### config.mk
export PLATFORM = sky130hd
export DESIGN_NAME = srdb_ram
export DESIGN_NICKNAME = d
export VERILOG_FILES = /design/src/sv/srdb_ram.sv
export SDC_FILE = /design/constraint.sdc
export NUM_CORES = 1
export LEC_CHECK = 0
export BUFFER_PORTS_ARGS = -buffer_cell sky130_fd_sc_hd__buf_4
export CORE_MARGIN = 3
export CORE_UTILIZATION = 54
export DETAILED_ROUTE_END_ITERATION = 12
export GPL_ROUTABILITY_DRIVEN = 0
export PLACE_DENSITY_LB_ADDON = 0.25
export SETUP_SLACK_MARGIN = 0.1
export SLEW_MARGIN = 20
export SYNTH_ARGS = -nofsm -noshare
export SYNTH_HDL_FRONTEND = slang
export SYNTH_SLANG_ARGS = --single-unit
export TNS_END_PERCENT = 5
### constraint.sdc
create_clock -name clk_i -period 1.5 [get_ports clk_i]
set_input_delay 0.075 -clock clk_i [delete_from_list [all_inputs] [get_ports clk_i]]
set_output_delay 0.075 -clock clk_i [all_outputs]
set_load 0.02 [all_outputs]
### src/sv/srdb_ram.sv
`timescale 1ns / 1ps
// ----------------------------------------------------------------------------
// Simple dual-port RAM
// One write port and one read port; read data is registered.
// ----------------------------------------------------------------------------
module srdb_ram #(
  parameter int unsigned DataW = 8,
  parameter int unsigned Depth = 16
) (
  input  logic                     clk_i,
  input  logic                     we_i,
  input  logic [$clog2(Depth)-1:0] waddr_i,
  input  logic [DataW-1:0]         wdata_i,
  input  logic [$clog2(Depth)-1:0] raddr_i,
  output logic [DataW-1:0]         rdata_o
);

  logic [DataW-1:0] mem [Depth];
  logic [DataW-1:0] rdata_q;

  always_ff @(posedge clk_i) begin
    if (we_i) begin
      mem[waddr_i] <= wdata_i;
    end
  end

  always_ff @(posedge clk_i) begin
    rdata_q <= mem[raddr_i];
  end

  assign rdata_o = rdata_q;

endmodule

==> impl_metrics.toml <==
[status]
status = "complete, no violations"

[sta]
slew_headroom = 0.556
drv_slew = 0
hold_viol_final = 0
period_needed_ns = 1.38
tightest_slew_ns = 0.665
clock_skew_ns = 0.00871
max_freq_mhz = 723
setup_ws_ns = 0.117
fin_crit_sh = 0.922
rsz0062_at_grt = "yes"
setup_viol = 0
fin_setup_tns_ns = 0

[grt]
track_usage = 0.203
grt_max_degree = 17
antenna_found_initial = 0
grt_first_pass_wirelength_mm = 15.9
grt-ovfl-total = 0
grt_pass1_vias = 2712

[yosys]
synth-async-reset-ratio = 0
synth_area_um2 = 5150
synthesis.nets = 247
avgSynthCellArea_um2 = 22.5
ys_types = 19
syn_inst = 229
yosysWarnings = 0
ys_seq_area_frac = 0.778
ys_seq_elements = 136
synth_edf_count = 128
synth_flop_cell = "edfxtp_1"

[layout]
n_fill_cell = 520
area_growth_pct = 23.5
final_cell_mix = "128 x edfxtp_1, 45 x buf_4, 18 x mux4_2, 16 x clkbuf_16"
drive_above_1_share = 0.334
final_common_cell = "edfxtp_1"
num_antenna_cells = 0
num-nets-final = 313
instances_no_fill = 434

[clock_tree]
path_clk_slew_ns = 0.06
cts_buffer_depth = 2
cts_max_level = 4
cts_num_sinks = 136
postCtsSetupRepairBufs = 0
cts_tree = "built"
clk_latency_ns = 0.52
ctsRootBufferMaster = "clkbuf_8"
cts_buffers = 17

[die]
io_pins = 26
die_width_um = 104
num_rows = 34
dieHeight_um = 104
core-area_um2 = 8980
fp.dieArea_um2 = 10700
start_util = 0.573

[worst_setup_path]
cpMaxStageDelayCell = "mux4_1"
timing.rr.end = "rdata_o[4]"
critPathTopFamily = "multiplexers"
startpoint = "mem[9][4]"
cp_max_fo = 1
r2r_start = "mem[9][4]"
crit_path_end_kind = "flip-flop"
max_stage_delay_ns = 0.50
cp_cell_sequence = "mux4_1 > a22oi_1 > nand2_1"
crit_arrival_ns = 1.77
crit_buf_inv = 0
crit_end = "rdata_o[4]"
worstPathRequired_ns = 1.89
cp-start-kind = "flip-flop"
cp.depth = 3
rrSetupSlack_ns = 0.12
path_class = "reg -> reg"
reg2regPathDepth = 3

[hold_path]
hp-class = "in -> reg"

[flow_run]
maxCapViolCount = 0

[drt]
wl_per_cell_um = 23.3
drtAntennaViolNets = 0
drt_wl_total_mm = 10.1
drtPass1Iterations = 4
viasPerCell = 5.84
num_vias = 2534
drt_iter0_drc = 183
drc_errors = 0

[place]
hpwlAfterDp_mm = 6.19
portBuffers = 25
dp.cells = 394
post-place-ws_ns = -0.0364

[power]
p_sw_frac = 0.208
p_switching_w = 0.00190
power_w = 0.00911
p_per_area_nw_per_um2 = 1430
clock_power_share = 0.477
power_leakage_nw = 2.20
power_frac_seq = 0.469
vdd_ir_drop_max_mv = 0.662
intPower_w = 0.00721
p_comb_frac = 0.053
[cells in the mapped netlist, types with 2 or more instances]
cell type        number  share of area
a22oi_1              16          0.023
nand3b_1              2         0.0029
mux4_1               14          0.071
buf_2                 3         0.0029
clkdlybuf4s25_2       3         0.0058
nand2_1               9         0.0066
dfxtp_1               8          0.031
mux4_2               18          0.079
nand2b_1              2         0.0024
buf_6                 3         0.0066
nor2_1               13         0.0095
edfxtp_1            128           0.75
nor3_1                4         0.0039
[through the flow]
step	area (um^2)	hold WS [ns]	util
floorplan	5150	0.174	-
global placement	5640	0.375	0.629
detailed placement	5640	0.388	0.629
CTS	6350	0.0641	0.708
global route	6360	0.0821	0.708
finish	6360	0.0923	0.708
[layout make-up]
type                       count  area [um^2]  share of cell area
tap                          126          158              0.0248
sequential                   136         4000               0.630
timing repair buffer          57          498              0.0783
clock buffer                  17          414              0.0651
clock inverter                15          213              0.0335
multi-input combinational     83         1070               0.169
[flip-flops by register name, summed over array words and instances (netlist names)]
name and count:
rdata_o 8, mem 128
[per-layer routing]
metal  GRT usage  vias up  wire length, um
met3      0.0603        6              464
met1       0.274     1347             4340
li1            -     1110                -
met2       0.331       71             5240
met5           0        -                0
met4      0.0513        0               56
[how the worst min path moves through the flow]
stage                    start         to  slack (ns)  depth (start not counted)
floorplan           wdata_i[0]  mem[0][0]        0.17                          0
global placement    wdata_i[5]  mem[1][5]        0.37                          1
detailed placement  wdata_i[3]  mem[8][3]        0.39                          1
CTS                 waddr_i[0]  mem[0][1]        0.06                          3
global route        waddr_i[0]  mem[0][1]        0.08                          3
finish              waddr_i[1]  mem[0][5]        0.09                          3
[power by group through the flow]
| stage | Sequential [W] | Combinational (W) | Clock [W] |
|---|---|---|---|
| finish | 0.00428 | 0.000485 | 0.00435 |
| global route | 0.00428 | 0.000520 | 0.00458 |
| CTS | 0.00428 | 0.000490 | 0.00440 |
| detailed placement | 0.00436 | 0.000464 | 0 |
| global placement | 0.00435 | 0.000453 | 0 |
| floorplan | 0.00438 | 0.000216 | 0 |
[tightest hold or removal path, stage by stage]
cell and delay, ns:
buf_4 0.12, nor3_2 0.05, buf_4 0.18
[logic make-up (layout without fill, tap and decap cells)]
| family | count (synthesis) | count (layout) | synth area share |
|---|---|---|---|
| simple gates | 35 | 35 | 0.0318 |
| flops | 136 | 136 | 0.778 |
| mux | 32 | 32 | 0.150 |
| buf+inv | 10 | 89 | 0.0168 |
| compound gates | 16 | 16 | 0.0233 |
[repair_timing]
action,4_1_cts,5_1_grt
gates resized for setup,1,1
hold buffers,8,0
hold endpoints to repair,128,0
setup endpoints to repair,3,2
Power figures use the tool's default switching activity.
