==> src/sv/srdb_pkg.sv <==
`timescale 1ns / 1ps
// ----------------------------------------------------------------------------
// SHiP/RRIP dead-block replacement package
// Shared constants, row layouts, port structs and small helper functions.
// ----------------------------------------------------------------------------
package srdb_pkg;

  localparam int unsigned NumSets  = 2048;
  localparam int unsigned SetW     = 11;
  localparam int unsigned NumWays  = 16;
  localparam int unsigned WayW     = 4;
  localparam int unsigned PcW      = 22;
  localparam int unsigned SigW     = 6;
  localparam int unsigned PredRows = 128;
  localparam int unsigned PredRowW = 7;
  localparam int unsigned PredCols = 64;
  localparam int unsigned CntW     = 16;
  localparam int unsigned SweepW   = SetW + 1;
  localparam int unsigned EntryW   = SigW + 4;
  localparam int unsigned RowW     = NumWays * EntryW;
  localparam int unsigned PredW    = PredCols * 2;

  typedef logic [1:0] ctr2_t;

  localparam ctr2_t RrpvDistant = 2'd3;
  localparam ctr2_t RrpvLong    = 2'd2;
  localparam ctr2_t RrpvNear    = 2'd0;
  localparam ctr2_t CtrMax      = 2'd3;
  localparam ctr2_t DeadInit    = 2'd2;
  localparam ctr2_t PredInit    = 2'd1;
  localparam logic [CntW-1:0] DecayReset = 16'd4096;

  // One block's state; rrpv sits in the lowest bits.
  typedef struct packed {
    logic [SigW-1:0] sig;
    ctr2_t           dead;
    ctr2_t           rrpv;
  } entry_t;

  typedef entry_t [NumWays-1:0] row_t;
  typedef ctr2_t [PredCols-1:0] prow_t;

  typedef struct packed {
    logic [SetW-1:0] set;
    logic [SigW-1:0] sig;
    logic            hit;
    logic [WayW-1:0] way;
  } access_t;

  typedef struct packed {
    logic            dead;
    ctr2_t           rrpv;
    logic [WayW-1:0] way;
  } result_t;

  typedef struct packed {
    logic            we;
    logic [SetW-1:0] waddr;
    row_t            wdata;
    logic [SetW-1:0] raddr;
  } blk_port_t;

  typedef struct packed {
    logic                we;
    logic [PredRowW-1:0] waddr;
    prow_t               wdata;
    logic [PredRowW-1:0] raddr;
  } prd_port_t;

  typedef struct packed {
    logic init;
    logic sweep;
  } status_t;

  typedef enum logic [2:0] {
    ST_INIT,
    ST_IDLE,
    ST_SWEEP,
    ST_READ,
    ST_DATA,
    ST_WRITE
  } state_e;

  function automatic logic [SigW-1:0] make_sig(input logic [PcW-1:0] pc);
    make_sig = pc[5:0] ^ pc[13:8] ^ pc[21:16];
  endfunction

  function automatic row_t row_reset();
    row_t r;
    for (int w = 0; w < NumWays; w++) begin
      r[w].rrpv = RrpvDistant;
      r[w].dead = DeadInit;
      r[w].sig  = '0;
    end
    return r;
  endfunction

  function automatic prow_t prow_reset();
    prow_t p;
    for (int c = 0; c < PredCols; c++) begin
      p[c] = PredInit;
    end
    return p;
  endfunction

  // Saturating decrement of every dead counter in a row.
  function automatic row_t row_decay(input row_t r);
    row_t o;
    o = r;
    for (int w = 0; w < NumWays; w++) begin
      if (r[w].dead != 2'd0) begin
        o[w].dead = r[w].dead - 2'd1;
      end
    end
    return o;
  endfunction

endpackage

==> src/sv/srdb_ctrl.sv <==
`timescale 1ns / 1ps
// ----------------------------------------------------------------------------
// SHiP/RRIP access sequencer
// Runs the init pass, the decay sweep and the read-modify-write of one set.
// ----------------------------------------------------------------------------
module srdb_ctrl (
  input  logic                     clk_i,
  input  logic                     rst_ni,
  input  logic                     in_valid_i,
  output logic                     in_ready_o,
  input  srdb_pkg::access_t        in_data_i,
  input  logic [srdb_pkg::CntW-1:0] period_i,
  input  logic                     res_ready_i,
  output logic                     res_valid_o,
  output srdb_pkg::result_t        res_o,
  output srdb_pkg::blk_port_t      blk_o,
  input  srdb_pkg::row_t           blk_rdata_i,
  output srdb_pkg::prd_port_t      prd_o,
  input  srdb_pkg::prow_t          prd_rdata_i,
  output srdb_pkg::status_t        status_o
);
  import srdb_pkg::*;

  state_e            state_q, state_d;
  logic [SweepW-1:0] sw_q, sw_d;
  logic [CntW-1:0]   cnt_q, cnt_d;
  access_t           acc_q, acc_d;
  row_t              row_q, row_d;
  logic [WayW-1:0]   way_q, way_d;

  always_ff @(posedge clk_i or negedge rst_ni) begin
    if (!rst_ni) begin
      state_q <= ST_INIT;
      sw_q    <= '0;
      cnt_q   <= '0;
    end else begin
      state_q <= state_d;
      sw_q    <= sw_d;
      cnt_q   <= cnt_d;
    end
  end

  always_ff @(posedge clk_i) begin
    acc_q <= acc_d;
    row_q <= row_d;
    way_q <= way_d;
  end

  // Aging and victim search on the row just read.
  row_t            aged;
  logic [WayW-1:0] victim;
  logic            any3, any2, any1;
  ctr2_t           delta;

  always_comb begin
    any3 = 1'b0;
    any2 = 1'b0;
    any1 = 1'b0;
    for (int w = 0; w < NumWays; w++) begin
      any3 |= (blk_rdata_i[w].rrpv == 2'd3);
      any2 |= (blk_rdata_i[w].rrpv == 2'd2);
      any1 |= (blk_rdata_i[w].rrpv == 2'd1);
    end
    if (any3)      delta = 2'd0;
    else if (any2) delta = 2'd1;
    else if (any1) delta = 2'd2;
    else           delta = 2'd3;
    aged = blk_rdata_i;
    for (int w = 0; w < NumWays; w++) begin
      aged[w].rrpv = blk_rdata_i[w].rrpv + delta;
    end
    victim = '0;
    for (int w = NumWays - 1; w >= 0; w--) begin
      if (aged[w].rrpv == RrpvDistant) begin
        victim = WayW'(w);
      end
    end
  end

  // Update of the chosen block and its predictor row.
  entry_t  old_e, new_e;
  prow_t   prow_n;
  ctr2_t   dead_dec, pnew;
  result_t res;

  always_comb begin
    old_e    = row_q[way_q];
    prow_n   = prd_rdata_i;
    new_e    = old_e;
    dead_dec = (old_e.dead != 2'd0) ? old_e.dead - 2'd1 : 2'd0;
    pnew     = '0;
    res.way  = way_q;
    res.dead = 1'b0;
    res.rrpv = RrpvNear;
    if (acc_q.hit) begin
      if (prd_rdata_i[acc_q.sig] != CtrMax) begin
        prow_n[acc_q.sig] = prd_rdata_i[acc_q.sig] + 2'd1;
      end
      new_e.rrpv = RrpvNear;
      new_e.sig  = acc_q.sig;
      if (old_e.dead != CtrMax) begin
        new_e.dead = old_e.dead + 2'd1;
      end
    end else begin
      // The victim's counter weakens first; it may be the entry read below.
      if (prd_rdata_i[old_e.sig] != 2'd0) begin
        prow_n[old_e.sig] = prd_rdata_i[old_e.sig] - 2'd1;
      end
      pnew = prow_n[acc_q.sig];
      if (dead_dec == 2'd0) begin
        res.dead = 1'b1;
        res.rrpv = RrpvDistant;
      end else if (pnew[1]) begin
        res.rrpv = RrpvNear;
      end else if (pnew == 2'd1) begin
        res.rrpv = RrpvLong;
      end else begin
        res.rrpv = RrpvDistant;
      end
      new_e.rrpv = res.rrpv;
      new_e.sig  = acc_q.sig;
      new_e.dead = DeadInit;
    end
  end

  logic [SweepW-1:0] sw_m1;
  logic [CntW-1:0]   cnt_inc;

  always_comb begin
    state_d     = state_q;
    sw_d        = sw_q;
    cnt_d       = cnt_q;
    acc_d       = acc_q;
    row_d       = row_q;
    way_d       = way_q;
    in_ready_o  = 1'b0;
    res_valid_o = 1'b0;
    res_o       = res;
    sw_m1       = sw_q - SweepW'(1);
    cnt_inc     = cnt_q + CntW'(1);
    blk_o       = '0;
    blk_o.raddr = acc_q.set;
    prd_o       = '0;
    prd_o.raddr = acc_q.set[PredRowW-1:0];
    status_o    = '0;

    case (state_q)
      ST_INIT: begin
        status_o.init = 1'b1;
        blk_o.we      = 1'b1;
        blk_o.waddr   = sw_q[SetW-1:0];
        blk_o.wdata   = row_reset();
        prd_o.we      = (sw_q[SweepW-1:PredRowW] == '0);
        prd_o.waddr   = sw_q[PredRowW-1:0];
        prd_o.wdata   = prow_reset();
        if (sw_q == SweepW'(NumSets - 1)) begin
          sw_d    = '0;
          state_d = ST_IDLE;
        end else begin
          sw_d = sw_q + SweepW'(1);
        end
      end
      ST_IDLE: begin
        in_ready_o  = 1'b1;
        blk_o.raddr = in_data_i.set;
        prd_o.raddr = in_data_i.set[PredRowW-1:0];
        if (in_valid_i) begin
          acc_d = in_data_i;
          if (cnt_inc >= period_i) begin
            cnt_d   = '0;
            sw_d    = '0;
            state_d = ST_SWEEP;
          end else begin
            cnt_d   = cnt_inc;
            state_d = ST_DATA;
          end
        end
      end
      ST_SWEEP: begin
        // Read row k while writing back the decayed row k-1.
        status_o.sweep = 1'b1;
        blk_o.raddr    = sw_q[SetW-1:0];
        blk_o.we       = (sw_q != '0);
        blk_o.waddr    = sw_m1[SetW-1:0];
        blk_o.wdata    = row_decay(blk_rdata_i);
        if (sw_q == SweepW'(NumSets)) begin
          state_d = ST_READ;
        end else begin
          sw_d = sw_q + SweepW'(1);
        end
      end
      ST_READ: begin
        state_d = ST_DATA;
      end
      ST_DATA: begin
        if (acc_q.hit) begin
          row_d = blk_rdata_i;
          way_d = acc_q.way;
        end else begin
          row_d = aged;
          way_d = victim;
        end
        state_d = ST_WRITE;
      end
      ST_WRITE: begin
        if (res_ready_i) begin
          res_valid_o        = 1'b1;
          blk_o.we           = 1'b1;
          blk_o.waddr        = acc_q.set;
          blk_o.wdata        = row_q;
          blk_o.wdata[way_q] = new_e;
          prd_o.we           = 1'b1;
          prd_o.waddr        = acc_q.set[PredRowW-1:0];
          prd_o.wdata        = prow_n;
          state_d            = ST_IDLE;
        end
      end
      default: begin
        state_d = ST_INIT;
      end
    endcase
  end

endmodule

==> config.mk <==
export PLATFORM = sky130hd
export DESIGN_NAME = srdb_ctrl
export DESIGN_NICKNAME = d
export VERILOG_FILES = /design/src/sv/srdb_pkg.sv /design/src/sv/srdb_ctrl.sv
export SDC_FILE = /design/constraint.sdc
export NUM_CORES = 1
export LEC_CHECK = 0
export BUFFER_PORTS_ARGS = -buffer_cell sky130_fd_sc_hd__buf_4
export CAP_MARGIN = 20
export CORE_MARGIN = 3
export CORE_UTILIZATION = 25
export DETAILED_ROUTE_END_ITERATION = 12
export PLACE_DENSITY = 0.56
export SLEW_MARGIN = 5
export SYNTH_ARGS = -nofsm -noshare
export SYNTH_HDL_FRONTEND = slang
export SYNTH_SLANG_ARGS = --single-unit
export TNS_END_PERCENT = 50
==> constraint.sdc <==
create_clock -name clk_i -period 8.05 [get_ports clk_i]
set_input_delay 1.61 -clock clk_i [delete_from_list [all_inputs] [get_ports clk_i]]
set_output_delay 1.61 -clock clk_i [all_outputs]
set_load 0.005 [all_outputs]
==> summary.md <==
| Metric | Value |
|---|---|
| Ports | 667 |
| Clock Sinks | 217 |
| Setup CP Type | flip-flop to primary output |
| Final std cells w/o fill | between 5000 and 6000 |
| Slew Limit Fails | 0 |
| Tmin final | roughly 8.8 ns |
| Synth area leader | edfxtp_1 |
| Gr ovfl total | 0 |
| Placed cells | between 5000 and 6000 |
| Max-cap violation count | 0 |
| Slowest stage delay, CP | around 0.66 ns |
| Clock transition at path regs | approximately 0.070 ns |
| Layout cell share with drive strength beyond 1 | 36.7% |
| Register area share after synthesis | a little over a quarter |
| Largest net degree at the start of global routing | roughly 150 |
| Setup ws final | -0.743 ns |
| Storage cell area | roughly 0.0064 mm2 |
| PwrDens | 82.7 mW/mm2 |
| Post-cts hold buffer count | 0 |
| Setup violators final | 34 |
| Maximum vdd drop | 0.156 mV |
| Die Wd | 316 um |
| F_max | approximately 110 MHz |
| Post-Syn Instances | slightly above 3000 |
| Post-synth top cells | nand2_1, o21ai_0, nor2_1 |
| Clk_skew | about 0.034 ns |
| Kind of cell adding the most delay to the critical path | compound AO/OA/AOI/OAI gates |
| Final Hold Fails | 0 |
| Post-synth EDFFs | 186 |
| Crit end category | primary output |
| NetSw | approximately 0.84 mW |
| Period utilization | 109% |
| Post-route ant nets | 0 |
| HP Class | flip-flop to flip-flop |
| WL final | roughly 170000 um |
| Crit Path Max Fanout | 8 |
| Slew headroom | between 10% and 20% |
| Most common cell in the netlist | nand2_1 |
| Critical Path RT | 6.44 ns |
| CTS tree | done |
| Clk buf depth | 3 |
| Static Leakage | between 15 and 20 nW |
| Slowest-stage cell, CP | or4_4 |
| Initial antenna violation count | 10 |
| WP buf/inv | 11 |
| 1st-iter DRT viols | 3550 |
| Via count | roughly 31000 |
| Clock power frac | between 40% and 50% |
| Worst-Skew Late Latency | between 0.5 and 0.6 ns |
| Worst setup SP type | flip-flop |
| Die Ht | ~320 um |
| H-tree Lvls | 1 |
| DRC | 0 |
| Switching Share | 28.3% |
| Detailed Routing Iterations Pass 1 | 6 |
| Nets@finish | approximately 4400 |
| Initial core utilization | between 20 and 30% |
| Top post-synthesis cells by area | edfxtp_1, mux2i_1, o21ai_0 |
| Warnings from Yosys | 0 |
| Final HPWL DP | 136000 um |
| Logic pwr share | between 10% and 20% |
| Multi-input logic area | between 0.015 and 0.02 mm2 |
| Root Buffer | clkbuf_16 |
| Die Area | roughly 0.10 mm2 |
| Crit path top cell by count | buf_6 |
| Synthesized Nets | 3482 |
| CTS Buf Count | 28 |
| Final instance area | around 0.036 mm2 |
| Failing checks | negative setup slack |
| Fillcell total | approximately 10000 |
| Worst slew pin tran | 1.25 ns |
| Syn avg cell area | roughly 7.7 um2 |
| GR Util All Layers | between 30% and 40% |
| WL/cell | 32.4 um |
| Predominant post-synthesis flop cell | edfxtp_1 |
| Post-DP Area | roughly 0.034 mm2 |
| Flop pwr share | 40.9% |
| Post-synth ARST share | between 10% and 20% |
| Global-route wire length before repair | between 200000 and 250000 um |
| Worst EP arrival | a little over 7 ns |
| Outcome | finished, violations left |
| #FFs+latches synth | between 200 and 250 |
| Via-to-Cell Ratio | ~6 |
| Internal power | approximately 2.1 mW |
| Post-synth top area share | roughly 23% |
| Vias in the first global route | just under 30000 |
| Core Area | about 0.095 mm2 |
| Netlist cell types | 84 |
| # port buffers | roughly 670 |
| Mapped cell area | approximately 0.024 mm2 |
| RSZ-0062 raised after global routing | yes |
| Cell row count | around 110 |
| Growth of design area from synthesis to finish | 50.1% |
| Gpl congestion | 1.08 |
| Final core occ | between 30% and 40% |
[registers in the layout, summed over array words and instances (netlist names)]
signal and flops:
row_q 160, sw_q 12, acc_q 22, way_q 4, state_q 3, cnt_q 16
[path summary, 6_finish.rpt]
check	from	endpoint	slack, ns	depth (start not counted)
hold reg to reg	cnt_q[15]$_DFFE_PN0P_	cnt_q[15]$_DFFE_PN0P_	0.51	2
hold / removal	cnt_q[15]$_DFFE_PN0P_	cnt_q[15]$_DFFE_PN0P_	0.51	2
max in group asynchronous	rst_ni	sw_q[9]$_DFFE_PN0P_	6.78	1
setup / recovery	way_q[1]$_DFFE_PN_	blk_o[161]	-0.74	28
setup reg to reg	cnt_q[0]$_DFFE_PN0P_	sw_q[6]$_DFFE_PN0P_	4.19	16
min in group asynchronous	rst_ni	cnt_q[7]$_DFFE_PN0P_	0.95	1
[worst min-delay path, stage by stage (launching register included)]
cell and delay, ns:
dfrtp_1 0.36, nand2_1 0.05, o21ai_0 0.06
[repair_timing]
item / CTS / global route
endpoints found under the hold margin: 0 / 0
gates resized for setup: 118 / 143
endpoints found under the setup margin: 40 / 48
setup buffers: 19 / 21
gates cloned: 3 / 3
pin swaps: 15 / 48
[power by group through the flow]
stage          Combinational (mW)  Sequential [mW]  Clock (mW)
3_3_place_gp                0.490             1.24           0
4_1_cts                     0.494             1.22        1.27
2_1_floorplan               0.136             1.24           0
5_1_grt                     0.537             1.22        1.31
6_report                    0.518             1.22        1.25
3_5_place_dp                0.488             1.24           0
[per-stage QoR]
step	TNS (ns)	power [mW]	setup slack (ns)	hold WS (ns)
after floorplan	-3.26	1.38	-0.216	0.470
after global placement	-15.62	1.73	-0.727	0.487
after detailed placement	-16.05	1.73	-0.728	0.497
after CTS	-23.59	2.99	-0.734	0.513
after global routing	-25.99	3.07	-0.852	0.559
final	-21.40	2.99	-0.743	0.506
[routing by layer]
layer	vias up	track usage (%)	routed length [um]
met4	2	16.5	10900
met1	15200	42.0	69200
met5	-	0	13
met3	443	8.67	18200
li1	13600	-	-
met2	2107	51.4	75800
[logic make-up after synthesis]
kind of cell	synth area share (%)
fa+ha+maj	1.98
compound gates	26.2
flops	26.4
xor+xnor	2.50
simple gates	21.4
buf+inv	5.43
mux	16.0
[layout by cell type (no fill, tap or decap), types with 50 or more instances in the layout]
| cell | n |
|---|---|
| nor2_1 | 276 |
| inv_1 | 57 |
| nand3_1 | 103 |
| a211oi_1 | 130 |
| nand2_1 | 477 |
| o21ai_0 | 360 |
| a22oi_1 | 53 |
| a21oi_1 | 117 |
| edfxtp_1 | 186 |
| o22ai_1 | 50 |
| buf_4 | 1115 |
| mux2i_1 | 237 |
[final cells by class]
| class | count | share of cell area [%] |
|---|---|---|
| multi-input cells | 2567 | 48.2 |
| clock buffers | 36 | 2.11 |
| clock inverters | 14 | 0.284 |
| well taps | 1265 | 4.38 |
| diodes | 10 | 0.0693 |
| repair buffers | 1197 | 26.7 |
| inverters | 62 | 0.651 |
| flip-flops and latches | 217 | 17.6 |
(Power assumes the default switching activity.)
